**config.mk**
```make
export PLATFORM = sky130hd
export DESIGN_NAME = micro_branch_target_buffer_unit
export DESIGN_NICKNAME = d
export VERILOG_FILES = /design/src/rtl/core/mbtb_pkg.sv /design/src/rtl/core/mbtb_ctrl.sv /design/src/rtl/core/mbtb_dpath.sv /design/src/rtl/core/micro_branch_target_buffer_unit.sv
export VERILOG_INCLUDE_DIRS = /design/src /design/src/rtl/core
export SDC_FILE = /design/constraint.sdc
export NUM_CORES = 2
export LEC_CHECK = 0
export BUFFER_PORTS_ARGS = -buffer_cell sky130_fd_sc_hd__buf_4
export CAP_MARGIN = 20
export CORE_MARGIN = 2
export CORE_UTILIZATION = 40
export DETAILED_ROUTE_END_ITERATION = 8
export HOLD_SLACK_MARGIN = 0.03
export PLACE_DENSITY = 0.63
export SLEW_MARGIN = 20
export SYNTH_ARGS = -nofsm -noshare
export SYNTH_HDL_FRONTEND = slang
export SYNTH_SLANG_ARGS = --single-unit
```
**constraint.sdc**
```tcl
create_clock -name clk -period 15.1 [get_ports clk]
set_clock_uncertainty 0.15 [all_clocks]
set_input_delay 2.265 -clock clk [delete_from_list [all_inputs] [get_ports clk]]
set_output_delay 2.265 -clock clk [all_outputs]
set_load 0.005 [all_outputs]
```
**src/rtl/core/micro_branch_target_buffer_unit_macros.svh**
```systemverilog
// Assertion macros shared by the micro branch target buffer RTL
`ifndef MICRO_BRANCH_TARGET_BUFFER_UNIT_MACROS_SVH
`define MICRO_BRANCH_TARGET_BUFFER_UNIT_MACROS_SVH
// implication checked every cycle outside reset
`define MBTB_ASSERT_IMP(label, clk, rst_n, ante, cons, msg) \
  label: assert property (@(posedge clk) disable iff (!rst_n) (ante) |-> (cons)) \
    else $error(msg);
// next-cycle implication
`define MBTB_ASSERT_NXT(label, clk, rst_n, ante, cons, msg) \
  label: assert property (@(posedge clk) disable iff (!rst_n) (ante) |=> (cons)) \
    else $error(msg);
`endif

```
**src/rtl/core/mbtb_pkg.sv**
```systemverilog
// Package: types, constants and helpers for the micro branch target buffer
`default_nettype none
package mbtb_pkg;
  localparam int unsigned WAYS_DEF = 16;

  localparam logic [1:0] FUNC_PREDICT = 2'd0;
  localparam logic [1:0] FUNC_INSERT  = 2'd1;
  localparam logic [1:0] FUNC_INVAL   = 2'd2;

  localparam logic CFG_TAG_SHIFT = 1'b0;
  localparam logic CFG_TAG_BITS  = 1'b1;

  typedef struct packed {
    logic [1:0]  func;
    logic [63:0] pc;
    logic [63:0] new_target;
    logic [1:0]  new_span;
    logic        new_sign;
  } in_word_t;

  typedef struct packed {
    logic        hit;
    logic [63:0] target;
    logic [1:0]  span;
    logic        sign;
  } out_word_t;

  // controller to datapath
  typedef struct packed {
    logic load;    // capture input word and form tag
    logic lookup;  // register hit flag, hit way and victim
    logic commit;  // update table, build result
  } mbtb_cmd_t;

  // datapath to controller
  typedef struct packed {
    logic busy;
  } mbtb_sts_t;
endpackage
`default_nettype wire

```
**src/rtl/core/mbtb_ctrl.sv**
```systemverilog
// Controller: sequences load, lookup, commit and result handoff
`default_nettype none
module mbtb_ctrl (
  input  wire logic              clk,
  input  wire logic              rst_n,
  input  wire logic              in_valid,
  output logic                   in_stall,
  output logic                   out_valid,
  input  wire logic              out_stall,
  output mbtb_pkg::mbtb_cmd_t    cmd,
  input  wire mbtb_pkg::mbtb_sts_t sts
);
  import mbtb_pkg::*;

  localparam logic [1:0] ST_IDLE   = 2'd0;
  localparam logic [1:0] ST_LOOKUP = 2'd1;
  localparam logic [1:0] ST_COMMIT = 2'd2;
  localparam logic [1:0] ST_OUT    = 2'd3;

  logic [1:0] state_r, state_nxt;
  logic       acc;

  assign in_stall  = (state_r != ST_IDLE);
  assign acc       = in_valid && !in_stall;
  assign out_valid = (state_r == ST_OUT);

  always_comb begin
    cmd        = '0;
    cmd.load   = acc;
    cmd.lookup = (state_r == ST_LOOKUP);
    cmd.commit = (state_r == ST_COMMIT);
    state_nxt  = state_r;
    unique case (state_r)
      ST_IDLE:   if (acc) state_nxt = ST_LOOKUP;
      ST_LOOKUP: state_nxt = ST_COMMIT;
      ST_COMMIT: state_nxt = ST_OUT;
      ST_OUT:    if (!out_stall) state_nxt = ST_IDLE;
      default:   state_nxt = ST_IDLE;
    endcase
  end

  always_ff @(posedge clk) begin
    if (!rst_n) state_r <= ST_IDLE;
    else state_r <= state_nxt;
  end

`include "micro_branch_target_buffer_unit_macros.svh"
  `MBTB_ASSERT_NXT(a_load_to_lookup, clk, rst_n, cmd.load, cmd.lookup, "load not followed by lookup")
  `MBTB_ASSERT_NXT(a_commit_to_out, clk, rst_n, cmd.commit, out_valid, "commit without result")
  `MBTB_ASSERT_IMP(a_busy_stall, clk, rst_n, sts.busy, in_stall, "accepting while busy")
endmodule
`default_nettype wire

```
**src/rtl/core/mbtb_dpath.sv**
```systemverilog
// Datapath: way table, tag compare, LRU ranks and result register
`default_nettype none
module mbtb_dpath #(
  parameter int unsigned WAYS = mbtb_pkg::WAYS_DEF
) (
  input  wire logic                 clk,
  input  wire logic                 rst_n,
  input  wire mbtb_pkg::mbtb_cmd_t  cmd,
  output mbtb_pkg::mbtb_sts_t       sts,
  input  wire mbtb_pkg::in_word_t   in_word,
  input  wire logic [5:0]           tag_shift,
  input  wire logic [6:0]           tag_bits,
  output mbtb_pkg::out_word_t       out_word
);
  import mbtb_pkg::*;

  localparam int unsigned WW = (WAYS > 1) ? $clog2(WAYS) : 1;

  logic [WAYS-1:0]  valid_r;
  logic [63:0]      tag_r    [WAYS];
  logic [63:0]      tgt_r    [WAYS];
  logic [1:0]       span_r   [WAYS];
  logic             sign_r   [WAYS];
  logic [WW-1:0]    age_r    [WAYS];

  in_word_t         req_r;
  logic [63:0]      key_r;
  logic             hit_r;
  logic [WW-1:0]    hway_r;
  logic [WW-1:0]    vway_r;
  out_word_t        res_r;

  // tag formation
  logic [63:0] shifted, mask, key_nxt;
  always_comb begin
    shifted = in_word.pc >> tag_shift;
    if (tag_bits[6]) mask = '1;
    else mask = ~(64'hFFFF_FFFF_FFFF_FFFF << tag_bits[5:0]);
    key_nxt = shifted & mask;
  end

  // match search and victim choice
  logic              hit_nxt, inv_any;
  logic [WW-1:0]     hway_nxt, inv_way, lru_way, vway_nxt;
  always_comb begin
    hit_nxt  = 1'b0;
    hway_nxt = '0;
    inv_any  = 1'b0;
    inv_way  = '0;
    lru_way  = '0;
    for (int i = WAYS - 1; i >= 0; i--) begin
      if (valid_r[i] && tag_r[i] == key_r) begin
        hit_nxt  = 1'b1;
        hway_nxt = WW'(i);
      end
      if (!valid_r[i]) begin
        inv_any = 1'b1;
        inv_way = WW'(i);
      end
      if (age_r[i] == '0) lru_way = WW'(i);
    end
    vway_nxt = hit_nxt ? hway_nxt : (inv_any ? inv_way : lru_way);
  end

  // which way gets touched at commit
  logic          touch;
  logic [WW-1:0] tway;
  always_comb begin
    touch = 1'b0;
    tway  = hway_r;
    unique case (req_r.func)
      FUNC_PREDICT: touch = hit_r;
      FUNC_INSERT: begin
        touch = 1'b1;
        tway  = vway_r;
      end
      FUNC_INVAL: touch = hit_r;
      default: touch = 1'b0;
    endcase
  end

  always_ff @(posedge clk) begin
    if (cmd.load) begin
      req_r <= in_word;
      key_r <= key_nxt;
    end
    if (cmd.lookup) begin
      hit_r  <= hit_nxt;
      hway_r <= hway_nxt;
      vway_r <= vway_nxt;
    end
    if (cmd.commit) begin
      if (req_r.func == FUNC_PREDICT && hit_r) begin
        res_r <= '{hit: 1'b1, target: tgt_r[hway_r], span: span_r[hway_r],
                   sign: sign_r[hway_r]};
      end else begin
        res_r <= '0;
      end
      if (req_r.func == FUNC_INSERT) begin
        tag_r[vway_r]  <= key_r;
        tgt_r[vway_r]  <= req_r.new_target;
        span_r[vway_r] <= req_r.new_span;
        sign_r[vway_r] <= req_r.new_sign;
      end
    end
  end

  // valid bits and recency ranks
  always_ff @(posedge clk) begin
    if (!rst_n) begin
      valid_r <= '0;
      for (int i = 0; i < WAYS; i++) age_r[i] <= WW'(i);
    end else if (cmd.commit) begin
      if (req_r.func == FUNC_INSERT) valid_r[vway_r] <= 1'b1;
      if (req_r.func == FUNC_INVAL && hit_r) valid_r[hway_r] <= 1'b0;
      if (touch) begin
        for (int i = 0; i < WAYS; i++) begin
          if (WW'(i) == tway) age_r[i] <= WW'(WAYS - 1);
          else if (age_r[i] > age_r[tway]) age_r[i] <= age_r[i] - 1'b1;
        end
      end
    end
  end

  assign sts.busy = cmd.lookup | cmd.commit;
  assign out_word = res_r;

`include "micro_branch_target_buffer_unit_macros.svh"
  `MBTB_ASSERT_NXT(a_ins_valid, clk, rst_n, cmd.commit && req_r.func == FUNC_INSERT, valid_r[$past(vway_r)], "insert left way invalid")
  `MBTB_ASSERT_NXT(a_miss_zero, clk, rst_n, cmd.commit && !hit_r, !res_r.hit, "hit flag on miss")
  `MBTB_ASSERT_IMP(a_one_cmd, clk, rst_n, 1'b1, $onehot0(cmd), "overlapping commands")
endmodule
`default_nettype wire

```
**src/rtl/core/micro_branch_target_buffer_unit.sv**
```systemverilog
// Top level: micro branch target buffer, controller plus datapath
//   channel | direction | handshake         | word
//   in_     | in        | in_valid/in_stall  | func, pc, new_target, new_span, new_sign
//   out_    | out       | out_valid/out_stall| hit, target, span, sign
//   cfg_    | in        | cfg_valid/cfg_ready| index 0 tag_shift, 1 tag_bits
// One word at a time: accept and tag form, compare, commit, hand off.
// The result becomes valid after the LOOKUP and COMMIT states that follow acceptance; input reopens once it is taken.
// Synchronous reset clears valid bits, ranks to way order, tag_shift 0, tag_bits 32.
// A stalled result holds; input stays stalled until the result is taken.
`default_nettype none
module micro_branch_target_buffer_unit #(
  parameter int unsigned WAYS = mbtb_pkg::WAYS_DEF
) (
  input  wire logic                clk,
  input  wire logic                rst_n,
  input  wire logic                in_valid,
  output logic                     in_stall,
  input  wire mbtb_pkg::in_word_t  in_data,
  output logic                     out_valid,
  input  wire logic                out_stall,
  output mbtb_pkg::out_word_t      out_data,
  input  wire logic                cfg_valid,
  output logic                     cfg_ready,
  input  wire logic                cfg_index,
  input  wire logic [6:0]          cfg_data
);
  import mbtb_pkg::*;

  mbtb_cmd_t  cmd;
  mbtb_sts_t  sts;
  logic [5:0] tag_shift_r;
  logic [6:0] tag_bits_r;

  // configuration registers
  assign cfg_ready = 1'b1;
  always_ff @(posedge clk) begin
    if (!rst_n) begin
      tag_shift_r <= '0;
      tag_bits_r  <= 7'd32;
    end else if (cfg_valid) begin
      unique case (cfg_index)
        CFG_TAG_SHIFT: tag_shift_r <= cfg_data[5:0];
        CFG_TAG_BITS:  tag_bits_r  <= cfg_data;
        default: ;
      endcase
    end
  end

  mbtb_ctrl u_ctrl (
    .clk(clk), .rst_n(rst_n), .in_valid(in_valid), .in_stall(in_stall),
    .out_valid(out_valid), .out_stall(out_stall), .cmd(cmd), .sts(sts)
  );

  mbtb_dpath #(.WAYS(WAYS)) u_dpath (
    .clk(clk), .rst_n(rst_n), .cmd(cmd), .sts(sts), .in_word(in_data),
    .tag_shift(tag_shift_r), .tag_bits(tag_bits_r), .out_word(out_data)
  );
endmodule
`default_nettype wire
```
==> flow_summary_export.csv <==
group,metric,value,unit
worst_setup_path,worst_setup_path_end_kind,"flip-flop",
synthesis,synth_top_flop_cell,"edfxtp_1",
route,dr.pass1.iters,6,
synthesis,syn_avg_cell_area,17.47,um2
sta,worst_pin_slew,1.165,ns
grt,grt_max_degree,133,
route,antenna_left,0,
synthesis,synth_nets,6037,
placement,dp.cells,9257,
worst_setup_path,slowest_delay,0.60,ns
worst_setup_path,crit_path_end,"u_dpath.age_r[2][1]$_SDFFCE_PN1P_",
route,viasPerCell,5.790,
clock_network,clkTransAtPathRegs,0.06,ns
synthesis,yosys.area_share.xor_xnor,7.053,%
synthesis,synth_top_area_share,70.23,%
synthesis,synthAdderAreaFrac,1.099,%
layout,final_nets,6387,
synthesis,netlist.top_cell.by_area,"edfxtp_1",
floorplanning,rows,184,
placement,hpwl,166.2,mm
sta,finalSetupTns,0,ns
clock_network,ctsHoldBuffers,0,
synthesis,synth_mux_area_share,10.08,%
grt,grt_pass1_wl,402.3,mm
worst_setup_path,cp_num_buf_inv,1,
sta,fin_crit,5.037,ns
worst_setup_path,rr_startpoint,"u_dpath.req_r[132]$_DFFE_PP_",
clock_network,clkSinkCount,2405,
clock_network,clk_latency,0.92,ns
grt,grt.total_usage,21.48,%
route,drt-total-wl,280.3,mm
floorplanning,start_util,40.27,%
worst_setup_path,cpLargestDelayFamily,"compound AO/OA/AOI/OAI gates",
clock_network,cts_resized,0,
worst_setup_path,required,15.50,ns
sta,fin_crit_sh,33.36,%
floorplanning,ios,217,
clock_network,cts_htree_levels,4,
worst_setup_path,critPathSlowestCell,"nand2_1",
synthesis,ys_seq_area_share,70.92,%
synthesis,syn_inst,5802,
sta,hold_violations,0,
route,wl_met2,129.6,mm
synthesis,synth_top_family_by_area,"multiplexers",
synthesis,synth_warnings,0,
worst_setup_path,path_depth,11,
layout,fillCellCount,21196,
worst_setup_path,crit_top_cell,"nand2_1",
worst_setup_path,worstPathCellList,"nor2b_1 > nand2_1 > nand2_1 > mux4_2 > mux2_2 > o21ai_1 > buf_4 > ha_1 > a41oi_1 > a21oi_1 > o21ai_0",
placement,routabilityCongestion,0.9437,
sta,finalMaxSlewViolations,0,
synthesis,synth-compound-area-share,3.817,%
route,wire_per_inst,28.88,um
worst_setup_path,cp_max_fo,14,
route,drcViolationCount,0,
layout,syn_to_final_growth,14.02,%
synthesis,synth-simple-area-share,5.219,%
clock_network,cts_tree,"built",
synthesis,synth_edf_count,2370,
floorplanning,die_y,507.3,um
sta,setup_viol,0,
layout,drive_gt1_share,19.58,%
worst_setup_path,critical_path_class,"reg2reg",
power,power,18190,uW
power,powerDensity,157.4,nW/um2
worst_setup_path,crit_arrival,5.44,ns
power,p_leak,0.03688,uW
clock_network,cts_made_buffers,241,
status,status,"complete, no violations",
route,wl_met1,117.5,mm
synthesis,synth.area.top_cells,"edfxtp_1 (70%), mux4_2 (8.8%), xnor2_1 (4.2%)",
worst_setup_path,r2r_setup_slack,10.06,ns
route,drt_iter0_drc,7306,
route,wl_met3,24.01,mm
floorplanning,coreArea,251600,um2
worst_setup_path,cp-start-kind,"flip-flop",
grt,grt_antenna_before_repair,16,
sta,max-slew-margin-rel,22.30,%
grt,grt_pass1_vias,56101,
synthesis,async_reset_ff_share,0,%
synthesis,ys_types,79,
synthesis,syn-cell-area,101300,um2
synthesis,synth-seq-cells,2405,
route,top_layer_used,"met5",
clock_network,cts_setup_buffers,0,
route,vias,56205,
worst_setup_path,ff2ff_path_depth,11,
clock_network,cts_buffer_depth,3,
clock_network,root_buffer,"clkbuf_16",
floorplanning,die_area,257400,um2
worst_setup_path,timing.rr.end,"u_dpath.age_r[2][1]$_SDFFCE_PN1P_",
placement,io_buffers,215,
power,ir_drop,0.1240,mV
worst_setup_path,crit_start,"u_dpath.req_r[132]$_DFFE_PP_",
layout,instances_no_fill,9707,
sta,rsz0062_at_grt,"false",
hold_path,hold_class,"reg2reg",
floorplanning,fp.dieW,507.3,um
flow_run,drv_cap,0,
grt,grt.overflow.total,0,
sta,fmax,0.1985,GHz
==> report_power, final <==
part | leakage [uW] | internal, uW | switching, uW
Clock | 0.00382 | 3390 | 2560
Combinational | 0.0114 | 1660 | 2350
Sequential | 0.0217 | 7890 | 334
Total | 0.0369 | 12900 | 5250
==> synthesized netlist by cell type, types with 77 or more instances <==
master    number
buf_2        107
nor3_1        77
mux4_2       396
nor2b_1      111
xor2_1       331
a21oi_1       94
nand2_1      139
edfxtp_1    2370
clkbuf_1     145
nand2b_1      91
ha_1          89
inv_1        140
xnor2_1      485
nor4_1       129
o21ai_0       85
nor2_1       162
nand4_1      151
==> placed cells by master (no fill, tap or decap), types with 14 or more instances in the layout <==
cell       count
edfxtp_1    2370
xnor2_1      485
mux4_2       396
buf_4        392
xor2_1       331
clkbuf_16    241
nand4_1      151
nor2_1       150
inv_1        139
nand2_1      139
nor4_1       128
nor2b_1      111
a21oi_1       94
nand2b_1      90
ha_1          88
o21ai_0       82
mux2i_1       74
nor3_1        72
o22ai_1       72
clkinv_1      63
mux2_2        48
clkbuf_1      47
a211oi_1      45
nand3_1       42
clkinv_2      38
a22o_1        32
a221oi_1      31
o2bb2ai_1     31
dfxtp_1       29
bufinv_16     26
o2111ai_1     21
o221ai_1      18
or2_2         15
or3_1         14
==> metrics by stage <==
stage | cell area [um2] | util (%) | setup slack [ns] | hold WS [ns]
2_1_floorplan | 101300 | - | 2.374 | 0.3550
3_3_place_gp | 107600 | 42.75 | 10.22 | 0.3824
3_5_place_dp | 107600 | 42.77 | 10.11 | 0.3854
4_1_cts | 115500 | 45.91 | 10.11 | 0.3882
5_1_grt | 115500 | 45.91 | 9.764 | 0.4210
6_report | 115500 | 45.92 | 10.06 | 0.3993
==> sequential cells by signal, indices dropped and copies added, names as in the netlist, named ones only <==
register          cells
tag_bits_r            7
tag_shift_r           6
u_ctrl.state_r        2
u_dpath.age_r        64
u_dpath.hit_r         1
u_dpath.hway_r        4
u_dpath.key_r        64
u_dpath.out_word     68
u_dpath.req_r        69
u_dpath.sign_r       16
u_dpath.span_r       32
u_dpath.tag_r      1024
u_dpath.tgt_r      1024
u_dpath.valid_r      16
u_dpath.vway_r        4
==> area by class of cell <==
| type | instances | area [um2] | area share [%] |
|---|---|---|---|
| Inverter | 147 | 551.8 | 0.4776 |
| Multi-Input combinational cell | 2952 | 27780 | 24.05 |
| Clock inverter | 155 | 1672 | 1.447 |
| Sequential cell | 2405 | 71890 | 62.22 |
| Timing Repair Buffer | 405 | 3211 | 2.779 |
| Clock buffer | 290 | 6235 | 5.396 |
| Tap cell | 3348 | 4189 | 3.626 |
| Antenna cell | 5 | 12.51 | 0.01083 |
==> per-layer routing <==
| layer | track usage [%] | vias to the layer above |
|---|---|---|
| li1 | - | 23581 |
| met4 | 6.911 | 4 |
| met3 | 3.611 | 495 |
| met5 | 0 | - |
| met1 | 30.70 | 29316 |
| met2 | 33.58 | 2809 |
==> cells by family (layout without fill, tap and decap cells) <==
logic type	after synthesis	after routing
compound gates	548	548
xor+xnor	816	816
fa+ha+maj	89	89
buf+inv	445	997
flops	2405	2405
mux	519	519
other cells	1	6
simple gates	979	979
==> worst min path at each step <==
stage / depth (start not counted) / from / end / slack (ns)
finish: 2 / u_ctrl.state_r[0]$_SDFFE_PN0P_ / u_ctrl.state_r[0]$_SDFFE_PN0P_ / 0.40
CTS: 0 / u_dpath.key_r[22]$_DFFE_PP_ / u_dpath.tag_r[4][22]$_DFFE_PP_ / 0.39
detailed placement: 2 / u_dpath.valid_r[10]$_SDFFE_PN0P_ / u_dpath.valid_r[10]$_SDFFE_PN0P_ / 0.39
global placement: 2 / u_ctrl.state_r[0]$_SDFFE_PN0P_ / u_ctrl.state_r[0]$_SDFFE_PN0P_ / 0.38
global route: 2 / u_ctrl.state_r[0]$_SDFFE_PN0P_ / u_ctrl.state_r[0]$_SDFFE_PN0P_ / 0.42
floorplan: 2 / u_dpath.valid_r[10]$_SDFFE_PN0P_ / u_dpath.valid_r[10]$_SDFFE_PN0P_ / 0.35
==> worst reg2reg max path, delay by kind of cell (launching register included) <==
family,cells,cell delay (ns)
mux,2,0.86
compound gates,4,1.55
fa+ha+maj,1,0.28
buf+inv,1,0.35
flops,1,0.46
simple gates,3,1.04
No activity file was read; power rests on OpenSTA's default activity.
